$ cat src/lhr_pkg.sv
// Shared types, codes and helpers for the link handshake retry core.
package lhr_pkg;

  localparam int unsigned TimerW = 16;
  localparam int unsigned RetryW = 4;
  localparam int unsigned IdW    = 8;
  localparam int unsigned CfgIdxW  = 2;
  localparam int unsigned CfgDataW = 16;

  localparam logic [TimerW-1:0] TimerMax = {TimerW{1'b1}};
  localparam logic [RetryW-1:0] RetryMax = {RetryW{1'b1}};

  // Configuration register indexes.
  localparam logic [CfgIdxW-1:0] REG_OWN_ID          = 2'd0;
  localparam logic [CfgIdxW-1:0] REG_RETRY_LIMIT     = 2'd1;
  localparam logic [CfgIdxW-1:0] REG_HANDSHAKE_TICKS = 2'd2;
  localparam logic [CfgIdxW-1:0] REG_ACK_TICKS       = 2'd3;

  localparam logic [IdW-1:0]    OWN_ID_RST          = 8'hA2;
  localparam logic [RetryW-1:0] RETRY_LIMIT_RST     = 4'd3;
  localparam logic [TimerW-1:0] HANDSHAKE_TICKS_RST = 16'd1000;
  localparam logic [TimerW-1:0] ACK_TICKS_RST       = 16'd1000;

  // Event kinds.
  localparam logic [1:0] REQ_PKT  = 2'd0;
  localparam logic [1:0] REQ_HOST = 2'd1;
  localparam logic [1:0] REQ_TICK = 2'd2;

  // Received packet kinds.
  localparam logic [2:0] KIND_SYN  = 3'd0;
  localparam logic [2:0] KIND_ACK  = 3'd2;
  localparam logic [2:0] KIND_DATA = 3'd3;
  localparam logic [2:0] KIND_DACK = 3'd4;

  // Packets to send.
  localparam logic [2:0] SEND_NONE     = 3'd0;
  localparam logic [2:0] SEND_SYN_ACK  = 3'd1;
  localparam logic [2:0] SEND_DATA_ACK = 3'd2;
  localparam logic [2:0] SEND_NEW      = 3'd3;
  localparam logic [2:0] SEND_RESEND   = 3'd4;

  // Reported phase codes.
  localparam logic [1:0] CODE_LISTEN    = 2'd0;
  localparam logic [1:0] CODE_WAIT_ACK  = 2'd1;
  localparam logic [1:0] CODE_CONNECTED = 2'd2;
  localparam logic [1:0] CODE_WAIT_DACK = 2'd3;

  typedef enum logic [3:0] {
    PH_LISTEN    = 4'b0001,
    PH_WAIT_ACK  = 4'b0010,
    PH_CONNECTED = 4'b0100,
    PH_WAIT_DACK = 4'b1000
  } phase_t;

  typedef struct packed {
    logic [IdW-1:0]    own_id;
    logic [RetryW-1:0] retry_limit;
    logic [TimerW-1:0] handshake_ticks;
    logic [TimerW-1:0] ack_ticks;
  } cfg_regs_t;

  typedef struct packed {
    phase_t            phase;
    logic [RetryW-1:0] retries;
    logic [TimerW-1:0] timer;
  } link_state_t;

  typedef struct packed {
    logic [2:0] send_kind;
    logic       deliver_payload;
    logic       host_data_taken;
    logic [1:0] link_phase;
    logic       connected_event;
    logic       gave_up_event;
  } step_result_t;

  function automatic logic [1:0] phase_code(input phase_t ph);
    logic [1:0] code;
    case (ph)
      PH_WAIT_ACK:  code = CODE_WAIT_ACK;
      PH_CONNECTED: code = CODE_CONNECTED;
      PH_WAIT_DACK: code = CODE_WAIT_DACK;
      default:      code = CODE_LISTEN;
    endcase
    return code;
  endfunction

endpackage

$ cat src/link_handshake_retry_fsm_core.sv
// Top level of the link handshake responder with data retransmission.
//
//   Channel  Direction  Ports                                   Word
//   in_      input      in_valid, in_ready, in_req_type ...     one link event
//   out_     output     out_valid, out_ready, out_send_kind ... one result
//   cfg_     input      cfg_valid, cfg_ready, cfg_index ...     one register write
//
// Each event is registered, then the link state and result are computed and registered
// together; a new event can enter while the last is computed unless the output stalls.
// The link state itself updates in the same cycle the result is captured.
// A stalled output holds its word while one further event waits in the input stage.
// Reset clears the link state, the handshake flags and the registers to defaults.
module link_handshake_retry_fsm_core (
  input  logic                         clk,
  input  logic                         rst_n,
  input  logic                         in_valid,
  output logic                         in_ready,
  input  logic [1:0]                   in_req_type,
  input  logic [2:0]                   in_pkt_kind,
  input  logic [7:0]                   in_dest_id,
  output logic                         out_valid,
  input  logic                         out_ready,
  output logic [2:0]                   out_send_kind,
  output logic                         out_deliver_payload,
  output logic                         out_host_data_taken,
  output logic [1:0]                   out_link_phase,
  output logic                         out_connected_event,
  output logic                         out_gave_up_event,
  input  logic                         cfg_valid,
  output logic                         cfg_ready,
  input  logic [lhr_pkg::CfgIdxW-1:0]  cfg_index,
  input  logic [lhr_pkg::CfgDataW-1:0] cfg_wdata
);
  import lhr_pkg::*;

  cfg_regs_t    cfg_r;
  link_state_t  state_r;
  link_state_t  state_nxt;
  step_result_t res_nxt;
  step_result_t res_r;

  logic       s1_valid_r;
  logic [1:0] s1_req_r;
  logic [2:0] s1_kind_r;
  logic [7:0] s1_dest_r;
  logic       out_valid_r;
  logic       advance;

  assign advance   = s1_valid_r && (!out_valid_r || out_ready);
  assign in_ready  = !s1_valid_r || advance;
  assign cfg_ready = 1'b1;

  always_ff @(posedge clk) begin
    if (!rst_n) begin
      cfg_r.own_id          <= OWN_ID_RST;
      cfg_r.retry_limit     <= RETRY_LIMIT_RST;
      cfg_r.handshake_ticks <= HANDSHAKE_TICKS_RST;
      cfg_r.ack_ticks       <= ACK_TICKS_RST;
    end else if (cfg_valid) begin
      case (cfg_index)
        REG_OWN_ID:          cfg_r.own_id          <= cfg_wdata[IdW-1:0];
        REG_RETRY_LIMIT:     cfg_r.retry_limit     <= cfg_wdata[RetryW-1:0];
        REG_HANDSHAKE_TICKS: cfg_r.handshake_ticks <= cfg_wdata[TimerW-1:0];
        REG_ACK_TICKS:       cfg_r.ack_ticks       <= cfg_wdata[TimerW-1:0];
        default:             cfg_r                 <= cfg_r;
      endcase
    end
  end

  always_ff @(posedge clk) begin
    if (!rst_n) begin
      s1_valid_r <= 1'b0;
    end else if (in_ready) begin
      s1_valid_r <= in_valid;
    end
  end

  always_ff @(posedge clk) begin
    if (in_valid && in_ready) begin
      s1_req_r  <= in_req_type;
      s1_kind_r <= in_pkt_kind;
      s1_dest_r <= in_dest_id;
    end
  end

  lhr_step u_step (
    .cfg      (cfg_r),
    .cur      (state_r),
    .req_type (s1_req_r),
    .pkt_kind (s1_kind_r),
    .dest_id  (s1_dest_r),
    .nxt      (state_nxt),
    .res      (res_nxt)
  );

  always_ff @(posedge clk) begin
    if (!rst_n) begin
      state_r.phase   <= PH_LISTEN;
      state_r.retries <= '0;
      state_r.timer   <= '0;
    end else if (advance) begin
      state_r <= state_nxt;
    end
  end

  always_ff @(posedge clk) begin
    if (!rst_n) begin
      out_valid_r <= 1'b0;
    end else if (advance) begin
      out_valid_r <= 1'b1;
    end else if (out_ready) begin
      out_valid_r <= 1'b0;
    end
  end

  always_ff @(posedge clk) begin
    if (advance) begin
      res_r <= res_nxt;
    end
  end

  assign out_valid           = out_valid_r;
  assign out_send_kind       = res_r.send_kind;
  assign out_deliver_payload = res_r.deliver_payload;
  assign out_host_data_taken = res_r.host_data_taken;
  assign out_link_phase      = res_r.link_phase;
  assign out_connected_event = res_r.connected_event;
  assign out_gave_up_event   = res_r.gave_up_event;

endmodule

$ cat src/lhr_step.sv
// Next-state and result logic for one link event.
module lhr_step (
  input  lhr_pkg::cfg_regs_t    cfg,
  input  lhr_pkg::link_state_t  cur,
  input  logic [1:0]            req_type,
  input  logic [2:0]            pkt_kind,
  input  logic [7:0]            dest_id,
  output lhr_pkg::link_state_t  nxt,
  output lhr_pkg::step_result_t res
);
  import lhr_pkg::*;

  logic [TimerW-1:0] timer_inc;
  logic [RetryW-1:0] retries_inc;
  logic              wait_phase;

  assign wait_phase  = (cur.phase == PH_WAIT_ACK) || (cur.phase == PH_WAIT_DACK);
  assign timer_inc   = (cur.timer == TimerMax) ? cur.timer : cur.timer + TimerW'(1);
  assign retries_inc = (cur.retries == RetryMax) ? cur.retries : cur.retries + RetryW'(1);

  always_comb begin
    nxt = cur;
    res = '0;
    case (req_type)
      REQ_PKT: begin
        nxt.timer = '0;
        if (pkt_kind == KIND_SYN) begin
          res.send_kind = SEND_SYN_ACK;
          nxt.phase     = PH_WAIT_ACK;
        end else if (cur.phase == PH_WAIT_ACK) begin
          if (pkt_kind == KIND_ACK) begin
            nxt.phase           = PH_CONNECTED;
            nxt.retries         = '0;
            res.connected_event = 1'b1;
          end
        end else if (cur.phase == PH_CONNECTED || cur.phase == PH_WAIT_DACK) begin
          if (pkt_kind == KIND_DATA) begin
            if (dest_id == cfg.own_id) begin
              res.deliver_payload = 1'b1;
              res.send_kind       = SEND_DATA_ACK;
            end
          end else if (pkt_kind == KIND_DACK && cur.phase == PH_WAIT_DACK) begin
            nxt.phase   = PH_CONNECTED;
            nxt.retries = '0;
          end
        end
      end
      REQ_HOST: begin
        if (cur.phase == PH_CONNECTED) begin
          res.send_kind       = SEND_NEW;
          res.host_data_taken = 1'b1;
          nxt.phase           = PH_WAIT_DACK;
          nxt.retries         = '0;
          nxt.timer           = '0;
        end
      end
      REQ_TICK: begin
        if (wait_phase) begin
          nxt.timer = timer_inc;
          if (cur.phase == PH_WAIT_ACK) begin
            if (timer_inc >= cfg.handshake_ticks) begin
              nxt.phase         = PH_LISTEN;
              nxt.timer         = '0;
              res.gave_up_event = 1'b1;
            end
          end else if (timer_inc >= cfg.ack_ticks) begin
            nxt.timer = '0;
            if (retries_inc >= cfg.retry_limit) begin
              nxt.phase         = PH_LISTEN;
              nxt.retries       = '0;
              res.gave_up_event = 1'b1;
            end else begin
              nxt.retries   = retries_inc;
              res.send_kind = SEND_RESEND;
            end
          end
        end
      end
      default: begin
        nxt = cur;
      end
    endcase
    res.link_phase = phase_code(nxt.phase);
  end

endmodule

$ cat config.mk
export PLATFORM = sky130hd
export DESIGN_NAME = link_handshake_retry_fsm_core
export DESIGN_NICKNAME = d
export VERILOG_FILES = /design/src/lhr_pkg.sv /design/src/link_handshake_retry_fsm_core.sv /design/src/lhr_step.sv
export SDC_FILE = /design/constraint.sdc
export NUM_CORES = 1
export LEC_CHECK = 0
export BUFFER_PORTS_ARGS = -buffer_cell sky130_fd_sc_hd__buf_2
export CAP_MARGIN = 10
export CORE_MARGIN = 2
export CORE_UTILIZATION = 35
export CTS_CLUSTER_SIZE = 24
export DETAILED_ROUTE_END_ITERATION = 12
export GPL_TIMING_DRIVEN = 0
export PLACE_DENSITY_LB_ADDON = 0.2
export SYNTH_ARGS = -nofsm -noshare
export SYNTH_HDL_FRONTEND = slang
export SYNTH_SLANG_ARGS = --single-unit
$ cat constraint.sdc
create_clock -name clk -period 3.7 [get_ports clk]
set_input_delay 0.555 -clock clk [delete_from_list [all_inputs] [get_ports clk]]
set_output_delay 0.555 -clock clk [all_outputs]
set_load 0.02 [all_outputs]
# --- Word-level counts from Yosys, hierarchy flattened ---
# Index checks and enable logic that the tools add are counted.
op_classes:
  addsub: 2
  magnitude_cmp: 3
  eq_ne: 26
  muxes: 40
  n_bitwise: 4
  reduce_logical: 23
op_table:
  columns: ["operator", "count"]
  rows:
  - ["$mux 24", 3]
  - ["$pmux 24 s3", 1]
  - ["$mux 16", 3]
  - ["$mux 4", 11]
  - ["$mux 8", 5]
  - ["$ge 16x16->1", 2]
  - ["$mux 3", 6]
  - ["$add 16x1->16 const B", 1]
  - ["$eq 16x16->1 const B", 1]
  - ["$eq 4x4->1 const B", 3]
  - ["$reduce_and 11->1", 1]
  - ["$reduce_and 2->1", 5]
  - ["$pmux 3 s3", 1]
  - ["$eq 4x2->1 const B", 2]
  - ["$eq 4x3->1 const B", 2]
  - ["$eq 8x8->1", 1]
  - ["$mux 1", 8]
  - ["$eq 2x2->1 const B", 3]
  - ["$eq 3x2->1 const B", 2]
  - ["$ne 2x1->1 const B", 3]
  - ["$ne 3x1->1 const B", 2]
  - ["$pmux 2 s3", 1]
  - ["$reduce_or 5->1", 1]
  - ["$add 4x1->4 const B", 1]
  - ["other kinds (17)", 29]
word_totals:
  register_bits: 92
  in_bits: 36

# --- Longest topological paths before layout ---
depth:
  word_depth: 10
  depth_mapped: 17
  depth_no_buf: 15

# --- Cells and area by module ---
# A second synthesis with hierarchy kept.
unflattened:
  cells_unflattened: 617
  hier_area_um2: 5295.1
modules_own_cells:
  columns: ["mod", "n_inst", "cells_each", "area_each_um2"]
  rows:
  - ["link_handshake_retry_fsm_core", 1, 307, 3230.6]
  - ["lhr_step", 1, 310, 2064.5]

# --- Worst setup path before layout ---
# No wires, ideal clock.
synth_path:
  path_kind: "register to register"
  start: "reg state_r[0] in the netlist's numbering"
  end: "reg res_r, in the netlist out_link_phase[1], data pin"
  setup_ps: 255
  t_arrival_ps: 3224
  path_slack_ps: 221
  stages_incl_launch_ff: 16
  path_buffers: 0
  cell_sequence: "dfxtp_1 -> ha_1 -> nand2_1 -> or3_4 -> o21bai_1 -> nor2_1 -> xnor2_1 -> inv_1 -> ha_1 -> a21o_1 -> a221o_1 -> a21oi_1 -> o211ai_1 -> a32o_1 -> xor2_1 -> and3_1"
synth_rtl:
  columns: ["element", "line", "rtl"]
  rows:
  - ["start, declared", "link_handshake_retry_fsm_core.sv:37", "link_state_t state_r;"]
  - ["start signal, assigned", "link_handshake_retry_fsm_core.sv:102", "state_r <= state_nxt;"]
  - ["end signal, assigned", "link_handshake_retry_fsm_core.sv:118", "res_r <= res_nxt;"]
  - ["end, declared", "link_handshake_retry_fsm_core.sv:40", "step_result_t res_r;"]

# --- Worst setup path after layout ---
layout_path:
  start: "reg state_r[0] in the netlist's numbering"
  end: "reg state_r[10] in the netlist's numbering"
layout_via:
  elab_chain_cells: 7
  elab_cells_between_ends: 10
layout_rtl:
  columns: ["element", "line", "rtl"]
  rows:
  - ["$add 16x1->16 / $eq 16x16->1 (equally long branches)", "lhr_step.sv:18", "assign timer_inc = (cur.timer == TimerMax) ? cur.timer : cur.timer + TimerW'(1);"]
  - ["$mux 16 (*)", "lhr_step.sv:18", null]
  - ["$ge 16x16->1, on equally long branches", "lhr_step.sv:66, lhr_step.sv:61", null]
  - ["$mux 24 / $mux 16 (equally long branches)", "lhr_step.sv:66, lhr_step.sv:61", null]
  - ["$mux 16 (*)", "lhr_step.sv:60", "if (cur.phase == PH_WAIT_ACK) begin"]
  - ["$mux 24 (*)", "lhr_step.sv:58", "if (wait_phase) begin"]
  - ["$pmux 24 s3 (*)", "lhr_step.sv:24", "case (req_type)"]
# Mark *: on every way between the ends. The rest lies on a longest branch, timed or not. The select of a mux whose other input is x is not followed.
# A chain may end at the register's enable or synchronous reset.

==> impl_results.md <==
* Core footprint at 14400 sq um
* Hold crit path type: input port to flop
* Sw Pwr at just over 0.0005 W
* Top_reg_cell synth: dfxtp_1
* Die Ht at 125 um
* Hold Crit Start: in_dest_id[1]
* Status: finished clean
* Overflow after GRT at 0
* Logic pwr share at 0.077
* DR pass1 iterations at 6
* Htree depth at 3
* Slew HR at 0.540
* Post-synthesis async set-or-reset flop share at 0
* Critical path required time at 3940 ps
* Reg-to-Reg Start: state_r[0]$_SDFFE_PN0P_
* Final setup viols at 0
* CP startpoint kind: flop
* Dpl hpwl at around 9.3 mm
* Num CTS Buffers at 9
* Setup slack, reg-to-reg at 120 ps
* Synth top area share at 0.274
* Synth Instances at 597
* Cell Int Power at 0.00160 W
* Synthesized Nets at 671
* Top-count cell post-synth: nand2_1
* Sequential-to-total area share from yosys stat at 0.403
* Syn Area/Cell at 8.58 sq um
* Row count at 44
* Power per Cell Area at ~340 nW/um^2
* Minimum clock period at 3580 ps
* Storage cell area at 2080 sq um
* Synth cell count leaders: nand2_1, dfxtp_1, inv_1, ha_1, a21oi_1
* Final hold vios at 0
* Sink of the worst hold path: s1_dest_r[1]$_DFFE_PP_
* Critical path class: flop to flop
* CTS tree: done
* Reg-to-reg critical path endpoint: state_r[10]$_SDFFE_PN0P_
* Clk pwr share at 0.415
* Vias in the first global route at 4120
* Area growth syn-to-layout at 19.9%
* Fmax at between 200 and 300 MHz
* Die Area at 15600 sq um
* Wire per inst at 14.6 um
* CP Data Arrival Time at 3820 ps
* Post-synth EDFFs at 22
* Area of the multi-input gates at 2940 sq um
* Reg clk slew, reported paths at around 70 ps
* Number of nets still failing antenna checks after routing at 0
* Initial antenna violation count at 0
* Share of layout cells above drive strength 1 at 0.206
* Switching share of power at 0.245
* Clk_lat worst skew at around 350 ps
* Worst R2R Path Depth at 18
* Clock tree sinks at slightly above 90
* WL final at between 10 and 15 mm
* LEAKAGE at between 2 and 3 nW
* Placed Area at 5580 sq um
* Initial DRC count at 278
* Boundary Pins at 48
* Starting density of the core at 0.355
* Placed insts at approximately 830
* Max FO, Critical Path at 6
* Largest net degree at the start of global routing at 17
* Final Max Tran Viols at 0
* GRT Util Overall at 0.163
* Finished Cell Area at a little over 6000 sq um
* Die width at 125 um
* Synth area leader: dfxtp_1
* Critical Path Sink Type: flop
* Worst hold stages at 1
* Area contributors post-synth: dfxtp_1, edfxtp_1, ha_1
* Netlist Area Pre-Place at slightly above 5000 sq um
* Final period utilization at 0.967
* Residual DRC at 0
* First-pass GRT wire length at 20.5 mm
* Total of max-cap violations at 0
* Nets at 738
* Root buffer cell: clkbuf_16
* Ant. Diodes at 0
* YS warnings at 0
* Yosys cell types at 65
* Non-Filler Instances at 853
* Worst-Margin Slew at 684 ps
* Clk buf depth at 2
* Maximum VDD drop at 0.207 mV
* Flops & latches, synth at 92
* Vias at 4266
* Fillers at 1463
* DR vias/cell at 5.00
* Routability cong. at ~0.80
* Clock Skews at 10.5 ps
* Sequential share of power at 0.508
* Number of I/O port buffers at 45
cells in the final DEF, fill, tap and decap left out, types with 3 or more instances in the layout:
cell / instances
a21boi_0: 6
a21o_1: 5
a21oi_1: 33
a21oi_2: 6
a31oi_1: 3
and2_1: 16
and3_1: 4
buf_1: 3
buf_2: 50
buf_4: 14
clkbuf_1: 11
clkbuf_16: 9
clkinv_4: 3
dfxtp_1: 63
dfxtp_2: 5
edfxtp_1: 22
ha_1: 34
ha_4: 4
inv_1: 47
mux2i_1: 15
nand2_1: 102
nand2b_1: 9
nand3_1: 22
nand4_1: 9
nor2_1: 31
nor2_2: 4
nor2b_1: 7
nor3_1: 4
nor3_2: 3
nor3b_1: 3
nor4_1: 3
o211ai_1: 16
o21ai_0: 20
o21ai_1: 7
or2_2: 3
xnor2_1: 8
xor2_1: 8
xor2_2: 3
cell families after synthesis:
family / share of synthesized area
adder cells (fa/ha/maj): 0.0928
XOR/XNOR: 0.0342
AO/OA/AOI/OAI: 0.151
other: 0.000732
multiplexers: 0.0315
flip-flops: 0.403
AND/OR/NAND/NOR: 0.230
buffers and inverters: 0.0574
power by group through the flow:
stage               clock (W)  sequential [W]  combinational, W
CTS                  0.000901         0.00107          0.000160
finish               0.000877         0.00107          0.000162
floorplan                   0         0.00110         0.0000930
global route         0.000945         0.00108          0.000182
detailed placement          0         0.00110          0.000159
global placement            0         0.00110          0.000156
worst max-delay path: stages, from the launching register on:
cell	delay (ps)
dfxtp_4	380
ha_4	150
nand2_4	70
or3_4	430
o21bai_4	180
nor2_1	70
xnor2_1	200
inv_1	120
buf_4	150
ha_1	280
nand4_1	130
nor2_1	130
o2111ai_1	140
o211ai_2	260
buf_4	160
a2bb2oi_4	210
buf_4	180
o21ai_0	70
and2_1	150
per-layer routing:
metal | global-route usage | wire [um] | part of all wire
met5 | 0 | 0 | 0
met4 | 0.0549 | 195 | 0.016
met3 | 0.0231 | 366 | 0.029
met2 | 0.263 | 5740 | 0.46
met1 | 0.225 | 6120 | 0.49
worst max path at each step:
stage                             startpoint                           to  slack [ps]  cells after the start
CTS                  state_r[0]$_SDFFE_PN0P_  out_link_phase[1]$_DFFE_PP_          10                     15
detailed placement   state_r[0]$_SDFFE_PN0P_  out_link_phase[1]$_DFFE_PP_        -390                     15
global route        state_r[12]$_SDFFE_PN0P_     state_r[12]$_SDFFE_PN0P_         -30                     17
finish               state_r[0]$_SDFFE_PN0P_     state_r[10]$_SDFFE_PN0P_         120                     18
floorplan            state_r[0]$_SDFFE_PN0P_  out_link_phase[1]$_DFFE_PP_         220                     15
global placement     state_r[0]$_SDFFE_PN0P_  out_link_phase[1]$_DFFE_PP_        -390                     15
flip-flops by register name (all words and copies together) (netlist names), 2 cells and up:
signal / cells
out_link_phase: 2
out_send_kind: 3
cfg_r: 44
s1_req_r: 2
s1_kind_r: 3
s1_dest_r: 8
state_r: 24
stage by stage:
step / hold slack [ps] / utilization / setup WS, ps / total power (W) / TNS, ps
after CTS: 365 / 0.412 / 10.5 / 0.00214 / 0
after detailed placement: 447 / 0.387 / -392 / 0.00126 / -4500
after floorplan: 436 / - / 221 / 0.00119 / 0
after global routing: 364 / 0.426 / -29.7 / 0.00220 / -122
final: 376 / 0.426 / 122 / 0.00211 / 0
after global placement: 445 / 0.387 / -387 / 0.00125 / -4090
final cells by class:
| type | count | share of cell area |
|---|---|---|
| well taps | 184 | 0.0375 |
| inverters | 49 | 0.0299 |
| flip-flops and latches | 92 | 0.338 |
| multi-input cells | 433 | 0.479 |
| repair buffers | 57 | 0.0513 |
| clock inverters | 5 | 0.00631 |
| plain buffers | 22 | 0.0181 |
| clock buffers | 11 | 0.0395 |
timing repair:
action                                  in CTS  in global routing
cloned                                       0                  1
gates resized for setup                     14                 35
pin swaps                                    5                 15
endpoints found under the setup margin      24                 22
hold buffers                                 0                  0
buffers inserted                             4                  7
No activity file was read; power rests on OpenSTA's default activity.
